==> src/ipms_pkg.sv <==
// Package for the incremental PID motor speed block: widths, register indexes,
// controller states, mux selects and the command and configuration structs.
// No dependencies.
package ipms_pkg;

  // Field and datapath widths
  localparam int SPEED_W  = 16;
  localparam int ERR_W    = SPEED_W + 1;
  localparam int COEF_W   = 32;
  localparam int PROD_W   = COEF_W + ERR_W;
  localparam int DRIVE_W  = 48;
  localparam int ACC_W    = PROD_W + 2;
  localparam int RATED_W  = 23;
  localparam int DUTY_W   = 7;
  localparam int DUTY_FULL = 100;
  localparam int NUM_W    = RATED_W + DUTY_W;
  localparam int DIV_STEPS = DUTY_W;
  localparam int SHIFT_W  = $clog2(DIV_STEPS);

  // Configuration port
  localparam int CFG_ADDR_W = 2;
  localparam int CFG_DATA_W = 32;

  typedef enum logic [CFG_ADDR_W-1:0] {
    REG_COEF_A        = 2'd0,
    REG_COEF_B        = 2'd1,
    REG_COEF_C        = 2'd2,
    REG_RATED_VOLTAGE = 2'd3
  } reg_idx_t;

  localparam logic signed [COEF_W-1:0] COEF_A_RST = 32'sd13107;
  localparam logic signed [COEF_W-1:0] COEF_B_RST = -32'sd13107;
  localparam logic signed [COEF_W-1:0] COEF_C_RST = 32'sd0;
  localparam logic [RATED_W-1:0]       RATED_RST  = 23'd786432;

  typedef struct packed {
    logic signed [COEF_W-1:0] coef_a;
    logic signed [COEF_W-1:0] coef_b;
    logic signed [COEF_W-1:0] coef_c;
    logic [RATED_W-1:0]       rated_voltage;
  } cfg_t;

  // Controller states
  typedef enum logic [3:0] {
    ST_IDLE,
    ST_MUL_A,
    ST_MUL_B,
    ST_MUL_C,
    ST_ACC_C,
    ST_CLAMP,
    ST_SCALE,
    ST_DIV,
    ST_WRITE
  } state_t;

  // Multiplier operand select
  typedef enum logic [1:0] {
    MS_A,
    MS_B,
    MS_C
  } mul_sel_t;

  // Controller to datapath commands
  typedef struct packed {
    logic               load_in;
    logic               mul_en;
    mul_sel_t           mul_sel;
    logic               acc_en;
    logic               update;
    logic               scale;
    logic               div_step;
    logic [SHIFT_W-1:0] div_shift;
    logic               out_load;
  } cmd_t;

endpackage

==> src/ipms_in_if.sv <==
// Input channel interface: valid/ready plus target and measured speed.
// Depends on ipms_pkg.
interface ipms_in_if;
  logic                                valid;
  logic                                ready;
  logic signed [ipms_pkg::SPEED_W-1:0] target_speed;
  logic signed [ipms_pkg::SPEED_W-1:0] measured_speed;

  modport source (output valid, output target_speed, output measured_speed, input ready);
  modport sink   (input valid, input target_speed, input measured_speed, output ready);
endinterface

==> src/ipms_out_if.sv <==
// Result channel interface: valid/ready plus duty and direction.
// Depends on ipms_pkg.
interface ipms_out_if;
  logic                         valid;
  logic                         ready;
  logic [ipms_pkg::DUTY_W-1:0]  duty_percent;
  logic                         direction;

  modport source (output valid, output duty_percent, output direction, input ready);
  modport sink   (input valid, input duty_percent, input direction, output ready);
endinterface

==> src/ipms_cfg_if.sv <==
// Configuration write channel interface: valid/ready, register index, data.
// Depends on ipms_pkg.
interface ipms_cfg_if;
  logic                             valid;
  logic                             ready;
  logic [ipms_pkg::CFG_ADDR_W-1:0]  addr;
  logic [ipms_pkg::CFG_DATA_W-1:0]  data;

  modport source (output valid, output addr, output data, input ready);
  modport sink   (input valid, input addr, input data, output ready);
endinterface

==> src/ipms_cfg.sv <==
// Configuration register file: PID coefficients and rated voltage.
// Depends on ipms_pkg and ipms_cfg_if.
module ipms_cfg (
  input  logic           clk,
  input  logic           rst_n,
  ipms_cfg_if.sink       cfg_ch,
  output ipms_pkg::cfg_t cfg
);

  ipms_pkg::cfg_t cfg_r;
  ipms_pkg::cfg_t cfg_nxt;

  assign cfg_ch.ready = 1'b1;
  assign cfg          = cfg_r;

  // Register write decode
  always_comb begin
    cfg_nxt = cfg_r;
    if (cfg_ch.valid) begin
      unique case (ipms_pkg::reg_idx_t'(cfg_ch.addr))
        ipms_pkg::REG_COEF_A:        cfg_nxt.coef_a = cfg_ch.data;
        ipms_pkg::REG_COEF_B:        cfg_nxt.coef_b = cfg_ch.data;
        ipms_pkg::REG_COEF_C:        cfg_nxt.coef_c = cfg_ch.data;
        ipms_pkg::REG_RATED_VOLTAGE: cfg_nxt.rated_voltage = cfg_ch.data[ipms_pkg::RATED_W-1:0];
        default:                     cfg_nxt = cfg_r;
      endcase
    end
  end

  always_ff @(posedge clk) begin
    if (!rst_n) begin
      cfg_r.coef_a        <= ipms_pkg::COEF_A_RST;
      cfg_r.coef_b        <= ipms_pkg::COEF_B_RST;
      cfg_r.coef_c        <= ipms_pkg::COEF_C_RST;
      cfg_r.rated_voltage <= ipms_pkg::RATED_RST;
    end else begin
      cfg_r <= cfg_nxt;
    end
  end

endmodule

==> src/ipms_ctrl.sv <==
// Controller state machine: sequences multiply-accumulate, clamp, scale,
// duty division and result hand-off. Depends on ipms_pkg.
module ipms_ctrl (
  input  logic           clk,
  input  logic           rst_n,
  input  logic           in_valid,
  output logic           in_ready,
  output logic           out_valid,
  input  logic           out_ready,
  output ipms_pkg::cmd_t cmd
);

  ipms_pkg::state_t                 state_r, state_nxt;
  logic [ipms_pkg::SHIFT_W-1:0]     div_cnt_r, div_cnt_nxt;
  logic                             out_valid_r, out_valid_nxt;
  logic                             slot_free;

  // result slot is free when empty or being drained this cycle
  assign slot_free = !out_valid_r || out_ready;
  assign out_valid = out_valid_r;

  // Next state
  always_comb begin
    state_nxt   = state_r;
    div_cnt_nxt = div_cnt_r;
    unique case (state_r)
      ipms_pkg::ST_IDLE:  if (in_valid) state_nxt = ipms_pkg::ST_MUL_A;
      ipms_pkg::ST_MUL_A: state_nxt = ipms_pkg::ST_MUL_B;
      ipms_pkg::ST_MUL_B: state_nxt = ipms_pkg::ST_MUL_C;
      ipms_pkg::ST_MUL_C: state_nxt = ipms_pkg::ST_ACC_C;
      ipms_pkg::ST_ACC_C: state_nxt = ipms_pkg::ST_CLAMP;
      ipms_pkg::ST_CLAMP: state_nxt = ipms_pkg::ST_SCALE;
      ipms_pkg::ST_SCALE: begin
        state_nxt   = ipms_pkg::ST_DIV;
        div_cnt_nxt = ipms_pkg::SHIFT_W'(ipms_pkg::DIV_STEPS - 1);
      end
      ipms_pkg::ST_DIV: begin
        if (div_cnt_r == '0) state_nxt = ipms_pkg::ST_WRITE;
        else div_cnt_nxt = div_cnt_r - 1'b1;
      end
      ipms_pkg::ST_WRITE: if (slot_free) state_nxt = ipms_pkg::ST_IDLE;
      default:            state_nxt = ipms_pkg::ST_IDLE;
    endcase
  end

  // Outputs and commands
  always_comb begin
    cmd           = '0;
    cmd.mul_sel   = ipms_pkg::MS_A;
    cmd.div_shift = div_cnt_r;
    in_ready      = 1'b0;
    out_valid_nxt = out_valid_r && !out_ready;
    unique case (state_r)
      ipms_pkg::ST_IDLE: begin
        in_ready    = 1'b1;
        cmd.load_in = in_valid;
      end
      ipms_pkg::ST_MUL_A: begin
        cmd.mul_en  = 1'b1;
        cmd.mul_sel = ipms_pkg::MS_A;
      end
      ipms_pkg::ST_MUL_B: begin
        cmd.mul_en  = 1'b1;
        cmd.mul_sel = ipms_pkg::MS_B;
        cmd.acc_en  = 1'b1;
      end
      ipms_pkg::ST_MUL_C: begin
        cmd.mul_en  = 1'b1;
        cmd.mul_sel = ipms_pkg::MS_C;
        cmd.acc_en  = 1'b1;
      end
      ipms_pkg::ST_ACC_C: cmd.acc_en   = 1'b1;
      ipms_pkg::ST_CLAMP: cmd.update   = 1'b1;
      ipms_pkg::ST_SCALE: cmd.scale    = 1'b1;
      ipms_pkg::ST_DIV:   cmd.div_step = 1'b1;
      ipms_pkg::ST_WRITE: begin
        if (slot_free) begin
          cmd.out_load  = 1'b1;
          out_valid_nxt = 1'b1;
        end
      end
      default: cmd = '0;
    endcase
  end

  always_ff @(posedge clk) begin
    if (!rst_n) begin
      state_r     <= ipms_pkg::ST_IDLE;
      div_cnt_r   <= '0;
      out_valid_r <= 1'b0;
    end else begin
      state_r     <= state_nxt;
      div_cnt_r   <= div_cnt_nxt;
      out_valid_r <= out_valid_nxt;
    end
  end

endmodule

==> src/ipms_dp.sv <==
// Datapath: error history, shared 32x17 multiplier with accumulator, drive
// clamp, duty scaling and restoring divider, result register. Depends on ipms_pkg.
module ipms_dp (
  input  logic                                clk,
  input  logic                                rst_n,
  input  ipms_pkg::cmd_t                      cmd,
  input  ipms_pkg::cfg_t                      cfg,
  input  logic signed [ipms_pkg::SPEED_W-1:0] target_speed,
  input  logic signed [ipms_pkg::SPEED_W-1:0] measured_speed,
  output logic [ipms_pkg::DUTY_W-1:0]         duty_percent,
  output logic                                direction
);

  localparam int ACC_EXT = ipms_pkg::ACC_W - ipms_pkg::PROD_W;
  localparam int HI_W    = ipms_pkg::ACC_W - ipms_pkg::DRIVE_W + 1;

  // architectural state
  logic signed [ipms_pkg::ERR_W-1:0]   err1_r, err2_r;
  logic signed [ipms_pkg::DRIVE_W-1:0] drive_last_r;
  // per-word working registers
  logic signed [ipms_pkg::ERR_W-1:0]   err_r;
  logic signed [ipms_pkg::PROD_W-1:0]  prod_r;
  logic signed [ipms_pkg::ACC_W-1:0]   acc_r;
  logic [ipms_pkg::DRIVE_W-1:0]        mag_r;
  logic                                neg_r;
  logic [ipms_pkg::NUM_W-1:0]          rem_r;
  logic [ipms_pkg::DUTY_W-1:0]         quo_r;
  logic                                special_r;
  logic [ipms_pkg::DUTY_W-1:0]         special_duty_r;
  logic [ipms_pkg::DUTY_W-1:0]         duty_r;
  logic                                dir_r;

  logic signed [ipms_pkg::COEF_W-1:0]  coef_op;
  logic signed [ipms_pkg::ERR_W-1:0]   err_op;
  logic signed [ipms_pkg::PROD_W-1:0]  prod_nxt;
  logic signed [ipms_pkg::ERR_W-1:0]   err_nxt;
  logic signed [ipms_pkg::DRIVE_W-1:0] drive_clamped;
  logic [HI_W-1:0]                     acc_top;
  logic                                over_v;
  logic [ipms_pkg::NUM_W-1:0]          divisor_sh;
  logic [ipms_pkg::NUM_W-1:0]          num_nxt;

  assign duty_percent = duty_r;
  assign direction    = dir_r;

  // speed error, one bit wider than the inputs
  assign err_nxt = ipms_pkg::ERR_W'(target_speed) - ipms_pkg::ERR_W'(measured_speed);

  // Multiplier operand select
  always_comb begin
    case (cmd.mul_sel)
      ipms_pkg::MS_A: begin
        coef_op = cfg.coef_a;
        err_op  = err_r;
      end
      ipms_pkg::MS_B: begin
        coef_op = cfg.coef_b;
        err_op  = err1_r;
      end
      ipms_pkg::MS_C: begin
        coef_op = cfg.coef_c;
        err_op  = err2_r;
      end
      default: begin
        coef_op = cfg.coef_a;
        err_op  = err_r;
      end
    endcase
  end

  assign prod_nxt = coef_op * err_op;

  // Saturate accumulator to the signed drive width
  assign acc_top = acc_r[ipms_pkg::ACC_W-1:ipms_pkg::DRIVE_W-1];
  always_comb begin
    if (!acc_r[ipms_pkg::ACC_W-1] && (acc_top != '0))
      drive_clamped = {1'b0, {(ipms_pkg::DRIVE_W-1){1'b1}}};
    else if (acc_r[ipms_pkg::ACC_W-1] && (acc_top != '1))
      drive_clamped = {1'b1, {(ipms_pkg::DRIVE_W-1){1'b0}}};
    else
      drive_clamped = acc_r[ipms_pkg::DRIVE_W-1:0];
  end

  // Duty scaling: |u|*100, valid only when |u| <= rated voltage
  assign over_v  = mag_r > ipms_pkg::DRIVE_W'(cfg.rated_voltage);
  assign num_nxt = ipms_pkg::NUM_W'(mag_r[ipms_pkg::RATED_W-1:0])
                   * ipms_pkg::NUM_W'(ipms_pkg::DUTY_FULL);

  // Restoring divider trial divisor
  assign divisor_sh = ipms_pkg::NUM_W'(cfg.rated_voltage) << cmd.div_shift;

  // Controller state kept across words
  always_ff @(posedge clk) begin
    if (!rst_n) begin
      err1_r       <= '0;
      err2_r       <= '0;
      drive_last_r <= '0;
    end else if (cmd.update) begin
      err2_r       <= err1_r;
      err1_r       <= err_r;
      drive_last_r <= drive_clamped;
    end
  end

  // Multiply-accumulate
  always_ff @(posedge clk) begin
    if (cmd.load_in) begin
      err_r <= err_nxt;
      acc_r <= {{(ipms_pkg::ACC_W-ipms_pkg::DRIVE_W){drive_last_r[ipms_pkg::DRIVE_W-1]}},
                drive_last_r};
    end else if (cmd.acc_en) begin
      acc_r <= acc_r + {{ACC_EXT{prod_r[ipms_pkg::PROD_W-1]}}, prod_r};
    end
    if (cmd.mul_en) prod_r <= prod_nxt;
  end

  // Magnitude, sign, duty scale and division
  always_ff @(posedge clk) begin
    if (cmd.update) begin
      neg_r <= drive_clamped[ipms_pkg::DRIVE_W-1];
      mag_r <= drive_clamped[ipms_pkg::DRIVE_W-1] ? ipms_pkg::DRIVE_W'(-drive_clamped)
                                                  : ipms_pkg::DRIVE_W'(drive_clamped);
    end
    if (cmd.scale) begin
      rem_r          <= num_nxt;
      quo_r          <= '0;
      special_r      <= over_v || (cfg.rated_voltage == '0);
      special_duty_r <= over_v ? ipms_pkg::DUTY_W'(ipms_pkg::DUTY_FULL) : '0;
    end else if (cmd.div_step) begin
      if (rem_r >= divisor_sh) begin
        rem_r                <= rem_r - divisor_sh;
        quo_r[cmd.div_shift] <= 1'b1;
      end
    end
    // result register
    if (cmd.out_load) begin
      duty_r <= special_r ? special_duty_r : quo_r;
      dir_r  <= neg_r;
    end
  end

endmodule

==> src/incremental_pid_motor_speed.sv <==
// Incremental PID motor speed controller, top level.
// One word at a time: the next word is accepted only once the previous result
// is written to the output register; that write waits while the register still
// holds an untaken result. Each word uses the shared multiplier (3 products)
// and the 7-step restoring duty divider. Reset (rst_n, synchronous) clears error
// history, stored drive and controller, and loads the coefficient defaults.
module incremental_pid_motor_speed (
  input  logic        clk,
  input  logic        rst_n,
  ipms_in_if.sink     in_ch,
  ipms_out_if.source  out_ch,
  ipms_cfg_if.sink    cfg_ch
);

  ipms_pkg::cfg_t cfg;
  ipms_pkg::cmd_t cmd;

  ipms_cfg u_cfg (
    .clk    (clk),
    .rst_n  (rst_n),
    .cfg_ch (cfg_ch),
    .cfg    (cfg)
  );

  ipms_ctrl u_ctrl (
    .clk       (clk),
    .rst_n     (rst_n),
    .in_valid  (in_ch.valid),
    .in_ready  (in_ch.ready),
    .out_valid (out_ch.valid),
    .out_ready (out_ch.ready),
    .cmd       (cmd)
  );

  ipms_dp u_dp (
    .clk            (clk),
    .rst_n          (rst_n),
    .cmd            (cmd),
    .cfg            (cfg),
    .target_speed   (in_ch.target_speed),
    .measured_speed (in_ch.measured_speed),
    .duty_percent   (out_ch.duty_percent),
    .direction      (out_ch.direction)
  );

endmodule
==> src/flat_wrapper.sv <==
// flat-port wrapper written by rule: the top's interface ports become plain ports
module incremental_pid_motor_speed_flat 
  (clk, rst_n, in_ch_valid, in_ch_target_speed, in_ch_measured_speed, in_ch_ready, out_ch_valid, out_ch_duty_percent, out_ch_direction, out_ch_ready, cfg_ch_valid, cfg_ch_addr, cfg_ch_data, cfg_ch_ready);
  ipms_in_if in_ch_i ();
  ipms_out_if out_ch_i ();
  ipms_cfg_if cfg_ch_i ();
  input  logic clk;
  input  logic rst_n;
  input wire logic [$bits(in_ch_i.valid)-1:0] in_ch_valid;
  input wire logic [$bits(in_ch_i.target_speed)-1:0] in_ch_target_speed;
  input wire logic [$bits(in_ch_i.measured_speed)-1:0] in_ch_measured_speed;
  output wire logic [$bits(in_ch_i.ready)-1:0] in_ch_ready;
  output wire logic [$bits(out_ch_i.valid)-1:0] out_ch_valid;
  output wire logic [$bits(out_ch_i.duty_percent)-1:0] out_ch_duty_percent;
  output wire logic [$bits(out_ch_i.direction)-1:0] out_ch_direction;
  input wire logic [$bits(out_ch_i.ready)-1:0] out_ch_ready;
  input wire logic [$bits(cfg_ch_i.valid)-1:0] cfg_ch_valid;
  input wire logic [$bits(cfg_ch_i.addr)-1:0] cfg_ch_addr;
  input wire logic [$bits(cfg_ch_i.data)-1:0] cfg_ch_data;
  output wire logic [$bits(cfg_ch_i.ready)-1:0] cfg_ch_ready;
  assign in_ch_i.valid = in_ch_valid;
  assign in_ch_i.target_speed = in_ch_target_speed;
  assign in_ch_i.measured_speed = in_ch_measured_speed;
  assign in_ch_ready = in_ch_i.ready;
  assign out_ch_valid = out_ch_i.valid;
  assign out_ch_duty_percent = out_ch_i.duty_percent;
  assign out_ch_direction = out_ch_i.direction;
  assign out_ch_i.ready = out_ch_ready;
  assign cfg_ch_i.valid = cfg_ch_valid;
  assign cfg_ch_i.addr = cfg_ch_addr;
  assign cfg_ch_i.data = cfg_ch_data;
  assign cfg_ch_ready = cfg_ch_i.ready;
  incremental_pid_motor_speed u_core (.clk(clk), .rst_n(rst_n), .in_ch(in_ch_i), .out_ch(out_ch_i), .cfg_ch(cfg_ch_i));
endmodule
==> config.mk <==
export PLATFORM = sky130hd
export DESIGN_NAME = incremental_pid_motor_speed_flat
export DESIGN_NICKNAME = d
export VERILOG_FILES = /design/src/ipms_pkg.sv /design/src/ipms_in_if.sv /design/src/ipms_out_if.sv /design/src/ipms_cfg_if.sv /design/src/ipms_cfg.sv /design/src/ipms_ctrl.sv /design/src/ipms_dp.sv /design/src/incremental_pid_motor_speed.sv /design/src/flat_wrapper.sv
export SDC_FILE = /design/constraint.sdc
export NUM_CORES = 2
export LEC_CHECK = 0
export ABC_CLOCK_PERIOD_IN_PS = 23400
export BUFFER_PORTS_ARGS = -buffer_cell sky130_fd_sc_hd__buf_4
export CORE_MARGIN = 5
export CORE_UTILIZATION = 55
export CTS_BUF_LIST = sky130_fd_sc_hd__clkbuf_16
export DETAILED_ROUTE_END_ITERATION = 10
export GPL_TIMING_DRIVEN = 0
export PLACE_DENSITY_LB_ADDON = 0.25
export SLEW_MARGIN = 20
export SYNTH_ARGS = -nofsm -noshare
export SYNTH_HDL_FRONTEND = slang
export SYNTH_SLANG_ARGS = --single-unit
==> constraint.sdc <==
create_clock -name clk -period 23.4 [get_ports clk]
set_input_delay 2.34 -clock clk [delete_from_list [all_inputs] [get_ports clk]]
set_output_delay 2.34 -clock clk [all_outputs]
set_load 0.02 [all_outputs]
# After elaboration in Yosys (flattened, before gate mapping)
# Cells that the tools add are included.
dict set report op_classes {
  addsub 5
  mul 2
  order_cmp 4
  eq_ne 18
  shift 1
  muxes 32
  bitwise_logic 1
  n_reduce_logical 28
}
# cell count
set ops {}
lappend ops {{51-bit 2-to-1 mux} 2}
lappend ops {{48-bit 2-to-1 mux} 2}
lappend ops {{30-bit 2-to-1 mux} 3}
lappend ops {{32-bit case mux with 2 select lines} 1}
lappend ops {{51-bit adder} 1}
lappend ops {{32-bit by 17-bit multiplier with 49-bit output} 1}
lappend ops {{48-bit by 23-bit > comparator with 1-bit output} 1}
lappend ops {{48-bit negation} 1}
lappend ops {{47-bit 2-to-1 mux} 1}
lappend ops {{4-bit case mux with 9 select lines} 1}
lappend ops {{17-bit case mux with 2 select lines} 1}
lappend ops {{30-bit >= comparator} 1}
lappend ops {{23-bit by 3-bit << shifter with 30-bit output} 1}
lappend ops {{30-bit subtractor} 1}
lappend ops {{23-bit by 5-bit multiplier with 28-bit output, second input constant} 1}
lappend ops {{23-bit zero test} 1}
lappend ops {{16-bit by 16-bit subtractor with 17-bit output} 1}
lappend ops {{4-bit by 3-bit equality test with 1-bit output, second input constant} 4}
lappend ops {{7-bit 2-to-1 mux} 2}
lappend ops {{2-bit AND reduction} 7}
lappend ops {{4-bit 2-to-1 mux} 3}
lappend ops {{1-bit 2-to-1 mux} 11}
lappend ops {{3-bit case mux with 3 select lines} 1}
lappend ops {{9-bit OR reduction} 1}
lappend ops {{other kinds (24)} 41}
dict set report totals {
  ff_bits 428
  inputBits 71
}

# Depth between registers and ports, before layout
dict set report logic_depth {
  word_depth 8
  mapped_depth 35
}

# Hierarchy
# A second synthesis with hierarchy kept.
dict set report hier_totals {
  cells_unflattened 5154
  hier_area_um2 46014.1
}
# module n_inst cells_per_inst area_each_um2
set modules_own_cells {}
lappend modules_own_cells {ipms_dp 1 4625 40776.6}
lappend modules_own_cells {ipms_cfg 1 466 4682.0}
lappend modules_own_cells {ipms_ctrl 1 63 555.5}

# Worst setup path after synthesis
# Ideal clock, no wire load.
dict set report synth_timing {
  path_kind {reg2reg}
  startpoint {register u_core.u_ctrl.state_r[1]}
  endpoint {register u_core.u_dp.prod_r[42] (netlist bit), data pin}
  arrival_ns 8.213
  slack_ns 14.923
  stages_incl_launch_ff 30
  synth_period_minus_slack_ns 8.477
  cell_sequence {dfxtp_1 -> clkbuf_1 -> nor2b_1 -> nand2_1 -> ha_1 -> clkbuf_1 -> buf_1 -> nor2_1 -> a21oi_1 -> clkbuf_1 -> nand2_1 -> fa_1 -> inv_1 -> fa_1 -> fa_1 -> fa_1 -> fa_1 -> inv_1 -> fa_1 -> inv_1 -> ha_1 -> and4_1 -> a21oi_1 -> o311a_1 -> o21ai_1 -> a221o_1 -> a311oi_1 -> o21ai_0 -> a311oi_1 -> nor3_1}
}
dict set report synth_via {
  elab_chain_len 5
  elab_cells_between_ends 9
  classes_between {mul (1); eq/ne (5); mux (3)}
}
# element line_no
set synth_rtl {}
lappend synth_rtl {{start: declaration} ipms_ctrl.sv:13} ;# ipms_pkg::state_t state_r, state_nxt;
lappend synth_rtl {{start signal: assignment} ipms_ctrl.sv:88} ;# state_r <= ipms_pkg::ST_IDLE;
lappend synth_rtl {{start signal: assignment} ipms_ctrl.sv:92} ;# state_r <= state_nxt;
lappend synth_rtl {{4-bit by 2-bit equality test with 1-bit output / 4-bit by 1-bit equality test with 1-bit output (equally long branches)} ipms_ctrl.sv:53} ;# unique case (state_r)
lappend synth_rtl {{3-bit case mux with 3 select lines *} ipms_ctrl.sv:53}
lappend synth_rtl {{2-bit equality test / 2-bit by 1-bit equality test with 1-bit output (equally long branches)} ipms_dp.sv:51} ;# case (cmd.mul_sel)
lappend synth_rtl {{32-bit case mux with 2 select lines / 17-bit case mux with 2 select lines (equally long branches)} ipms_dp.sv:51}
lappend synth_rtl {{32-bit by 17-bit multiplier with 49-bit output *} ipms_dp.sv:71} ;# assign prod_nxt = coef_op * err_op;
lappend synth_rtl {{net u_core.u_dp.prod_nxt (one bit)} ipms_dp.sv:35} ;# logic signed [ipms_pkg::PROD_W-1:0] prod_nxt;
lappend synth_rtl {{end signal: assignment} ipms_dp.sv:114} ;# if (cmd.mul_en) prod_r <= prod_nxt;
lappend synth_rtl {{end: declaration} ipms_dp.sv:22} ;# logic signed [ipms_pkg::PROD_W-1:0] prod_r;
# The timed path passes the listed nets; every way through them passes the cells marked *.
# A chain may end at the register's enable or synchronous reset.

# Worst setup path in the final report
dict set report layout_timing {
  startpoint {register u_core.u_ctrl.state_r[3]}
  endpoint {register u_core.u_dp.prod_r[42] (netlist bit), data pin}
}
# Same word-level chain as after synthesis.

==> impl_summary.txt <==
----------------------------------------------------
[Status]
  Status ... completed

[Timing]
  Setup Total Neg Slack ... 0 ns
  Number of setup violations in the final report ... 0
  Tightest slew margin relative to the limit ... 13.7%
  Final critical path time including I/O delays and setup ... about 11 ns
  Final worst-path cycle share ... 45.4%
  Highest attainable clock frequency ... 0.0941 GHz
  Worst Max-Slew Pin Slew ... 1.29 ns
  Final number of hold-violating endpoints ... 0
  RSZ-0062 raised after global routing ... no
  Worst Skew ... 0.0239 ns
  Number of max-slew violations in the final report ... 0

[Cells and area]
  Count of antenna diodes in the layout ... 0
  Share of post-route cells with drive strength above 1 ... 4.02%
  Total non-filler cell area in the finished layout ... around 48000 sq um
  Final layout net count ... 6208
  Synthesis-to-layout area growth ... 8.10%
  Layout filler cell count ... about 7200
  Area used by multi-input combinational logic ... approximately 30000 sq um
  Sequential Area ... 10500 sq um

[Hold path]
  Startpoint of the lowest-slack hold path ... u_core.u_dp.neg_r
  Kind of path behind the tightest hold check ... reg -> reg

[Setup path]
  Reg-to-Reg Start ... u_core.u_ctrl.state_r[3]
  Worst EP required ... 23.75 ns
  Crit path top cell by count ... fa_1
  Setup crit start ... u_core.u_ctrl.state_r[3]
  Stage delay of the slowest cell on the critical path ... just under 0.7 ns
  Worst setup path category ... reg -> reg
  Data arrival time at the worst-slack endpoint ... 10.97 ns
  Category of the worst setup path capture point ... flop
  Startpoint class of the critical path ... flop
  Largest driver fanout on the critical path ... 10
  Reg2Reg Setup Slack ... around 13 ns
  Highest-delay cell along the critical path ... clkbuf_1

[Die]
  Die span in x ... 294 microns
  Core outline area ... 80200 sq um
  Floorplan die height ... 294 microns
  Die ar. ... 86200 sq um
  Io pins ... 82
  Row cnt ... 104
  Initial core utilization ... 55.2%

[Drt]
  Count of unresolved DRC violations after routing ... 0
  Antenna Violating Nets Remaining ... 0
  Number of vias after detailed routing ... 37896
  Average wire per cell in the routed design ... approximately 22 microns
  Routed Wire Length ... about 140000 microns
  Vias per std cell ... 5.94
  Detailed Route Iter0 Violations ... 3588
  DRT Pass-1 Iters ... 6

[Global routing]
  Initial antenna violation count ... 2
  Global-route wire length before repair ... about 210000 microns
  Number of global-route vias before repair ... between 30000 and 40000
  Sum of overflow across all layers after global routing ... 0
  Total routing resource utilization after global routing ... 32.1%
  Pin count of the biggest net entering global routing ... 53

[Placed design]
  Detailed placement HPWL ... ~110000 microns
  Last weighted congestion value of the routability-driven placer ... 1.02
  PortBufs ... 80
  Post-place instance area ... 46300 sq um

[Logic synthesis]
  Async SR Flop Fraction ... 0%
  Net count after synthesis ... approximately 6000
  Cell type with the highest aggregate area in the netlist ... fa_1
  Top cell type's share of synthesized area ... 24.5%
  Post-Syn Area ... 44200 sq um
  Cells after Synth ... 5149
  Number of synthesized flops with an enable pin ... 204
  Number of storage elements in the synthesis netlist ... 422
  Top post-synthesis cells by area ... fa_1 25%, edfxtp_1 14%, dfxtp_1 9.9%
  Top_reg_cell synth ... dfxtp_1
  Seq/Total Area, Yosys ... 23.7%
  Average cell area after synthesis ... 8.59 sq um
  Warnings, synthesis ... 0
  Count of distinct cell types in the synthesized netlist ... 91
  Most used standard cell by instance count after synthesis ... nand2_1
  Leading post-synthesis cells by instance count ... 764 x nand2_1, 741 x inv_1, 542 x fa_1, 534 x nor2_1, 417 x a21oi_1

[Clock tree]
  Insertion delay to the later sink of the worst-skew pair ... 0.59 ns
  Clock transition at path regs ... 0.06 ns
  Clock sink count ... 422
  Clock tree from TritonCTS ... built
  Root Buffer ... clkbuf_16
  Number of hold-repair buffers added at the cts stage ... 0
  Largest buffer count on any clock path ... 3
  Total CTS buffers ... 45
  H-tree lvl count ... 2
  Post-CTS setup buffers ... 0
  Post-cts resize count ... 0

[Run]
  Maximum Capacitance Violations ... 0

----------------------------------------------------
[per-layer routing]
metal | global-route usage (%) | vias up | wire, microns
met5 | 0 | - | 7
met4 | 17.3 | 2 | 9470
met3 | 5.68 | 433 | 13400
met2 | 50.6 | 1961 | 63500
met1 | 42.6 | 18386 | 54800
li1 | - | 17114 | -
[stage by stage]
stage               std cells  hold WS, ns  setup slack, ns  util [%]
global placement         6289        0.400            12.69      57.6
finish                   6377        0.421            12.78      59.7
floorplan                5149        0.400            14.92         -
CTS                      6377        0.424            12.86      59.6
detailed placement       6295        0.409            12.93      57.8
global route             6377        0.442            12.26      59.7
[area by class of cell]
type / instances / area share [%]
multi-input cells: 3755 / 63.1
flip-flops and latches: 422 / 21.9
inverters: 743 / 5.83
well taps: 1060 / 2.77
clock buffers: 51 / 2.67
plain buffers: 229 / 1.85
repair buffers: 86 / 1.51
clock inverters: 31 / 0.356
[cell usage in the layout (no fill, tap or decap), types with 22 or more instances in the layout]
master	instances
nor2_1	534
a21oi_1	401
ha_1	313
o22ai_1	22
fa_1	542
a22oi_1	52
nand2_1	763
a211oi_1	29
nand2b_1	37
mux2i_1	43
dfxtp_1	218
edfxtp_1	204
nand4_1	29
o21ai_0	200
xnor2_1	103
buf_4	82
inv_1	749
nor2b_1	40
o21a_1	28
a21o_1	128
nor3_1	38
clkbuf_16	51
nor4_1	23
nand3_1	85
xor2_1	66
clkbuf_1	199
[cells by family after synthesis]
kind of cell / Yosys count / share of synthesized area, %
buf+inv: 972 / 8.29
xor+xnor: 169 / 3.35
mux: 46 / 1.07
fa+ha+maj: 855 / 33.4
flops: 422 / 23.7
compound gates: 1038 / 14.3
simple gates: 1646 / 15.9
other cells: 1 / 0.00848
[state kept, by name, indices dropped and copies added (netlist names)]
register and flops:
u_core.u_ctrl.div_cnt_r 3, u_core.u_ctrl.out_valid 1, u_core.u_dp.quo_r 7, u_core.u_dp.special_duty_r 1, u_core.u_dp.direction 1, u_core.u_dp.neg_r 1
u_core.u_dp.err1_r 17, u_core.u_dp.duty_percent 7, u_core.u_dp.err2_r 17, u_core.u_ctrl.state_r 4, u_core.u_dp.mag_r 48, u_core.u_dp.special_r 1
u_core.u_dp.prod_r 49, u_core.u_dp.drive_last_r 48, u_core.u_dp.rem_r 30, u_core.u_dp.err_r 17, u_core.u_dp.acc_r 51, u_core.u_cfg.cfg 119
[final timing paths]
path	to	cells past startpoint
setup / recovery	u_core.u_dp.prod_r[42]	33
hold reg to reg	u_core.u_dp.direction	0
setup reg to reg	u_core.u_dp.prod_r[42]	33
hold / removal	u_core.u_dp.direction	0
[critical path, delay by kind of cell, from the launching register on]
kind / cells / cell delay (ns)
adders and majority gates: 8 / 3.59
AOI/OAI and AO/OA: 10 / 2.82
buffers and inverters: 10 / 2.63
and+or+nand+nor: 5 / 0.99
DFF: 1 / 0.32
Power is left out: the tool's default activity adds up to more than one toggle a clock period on the data nets, which glitch-free logic cannot reach.
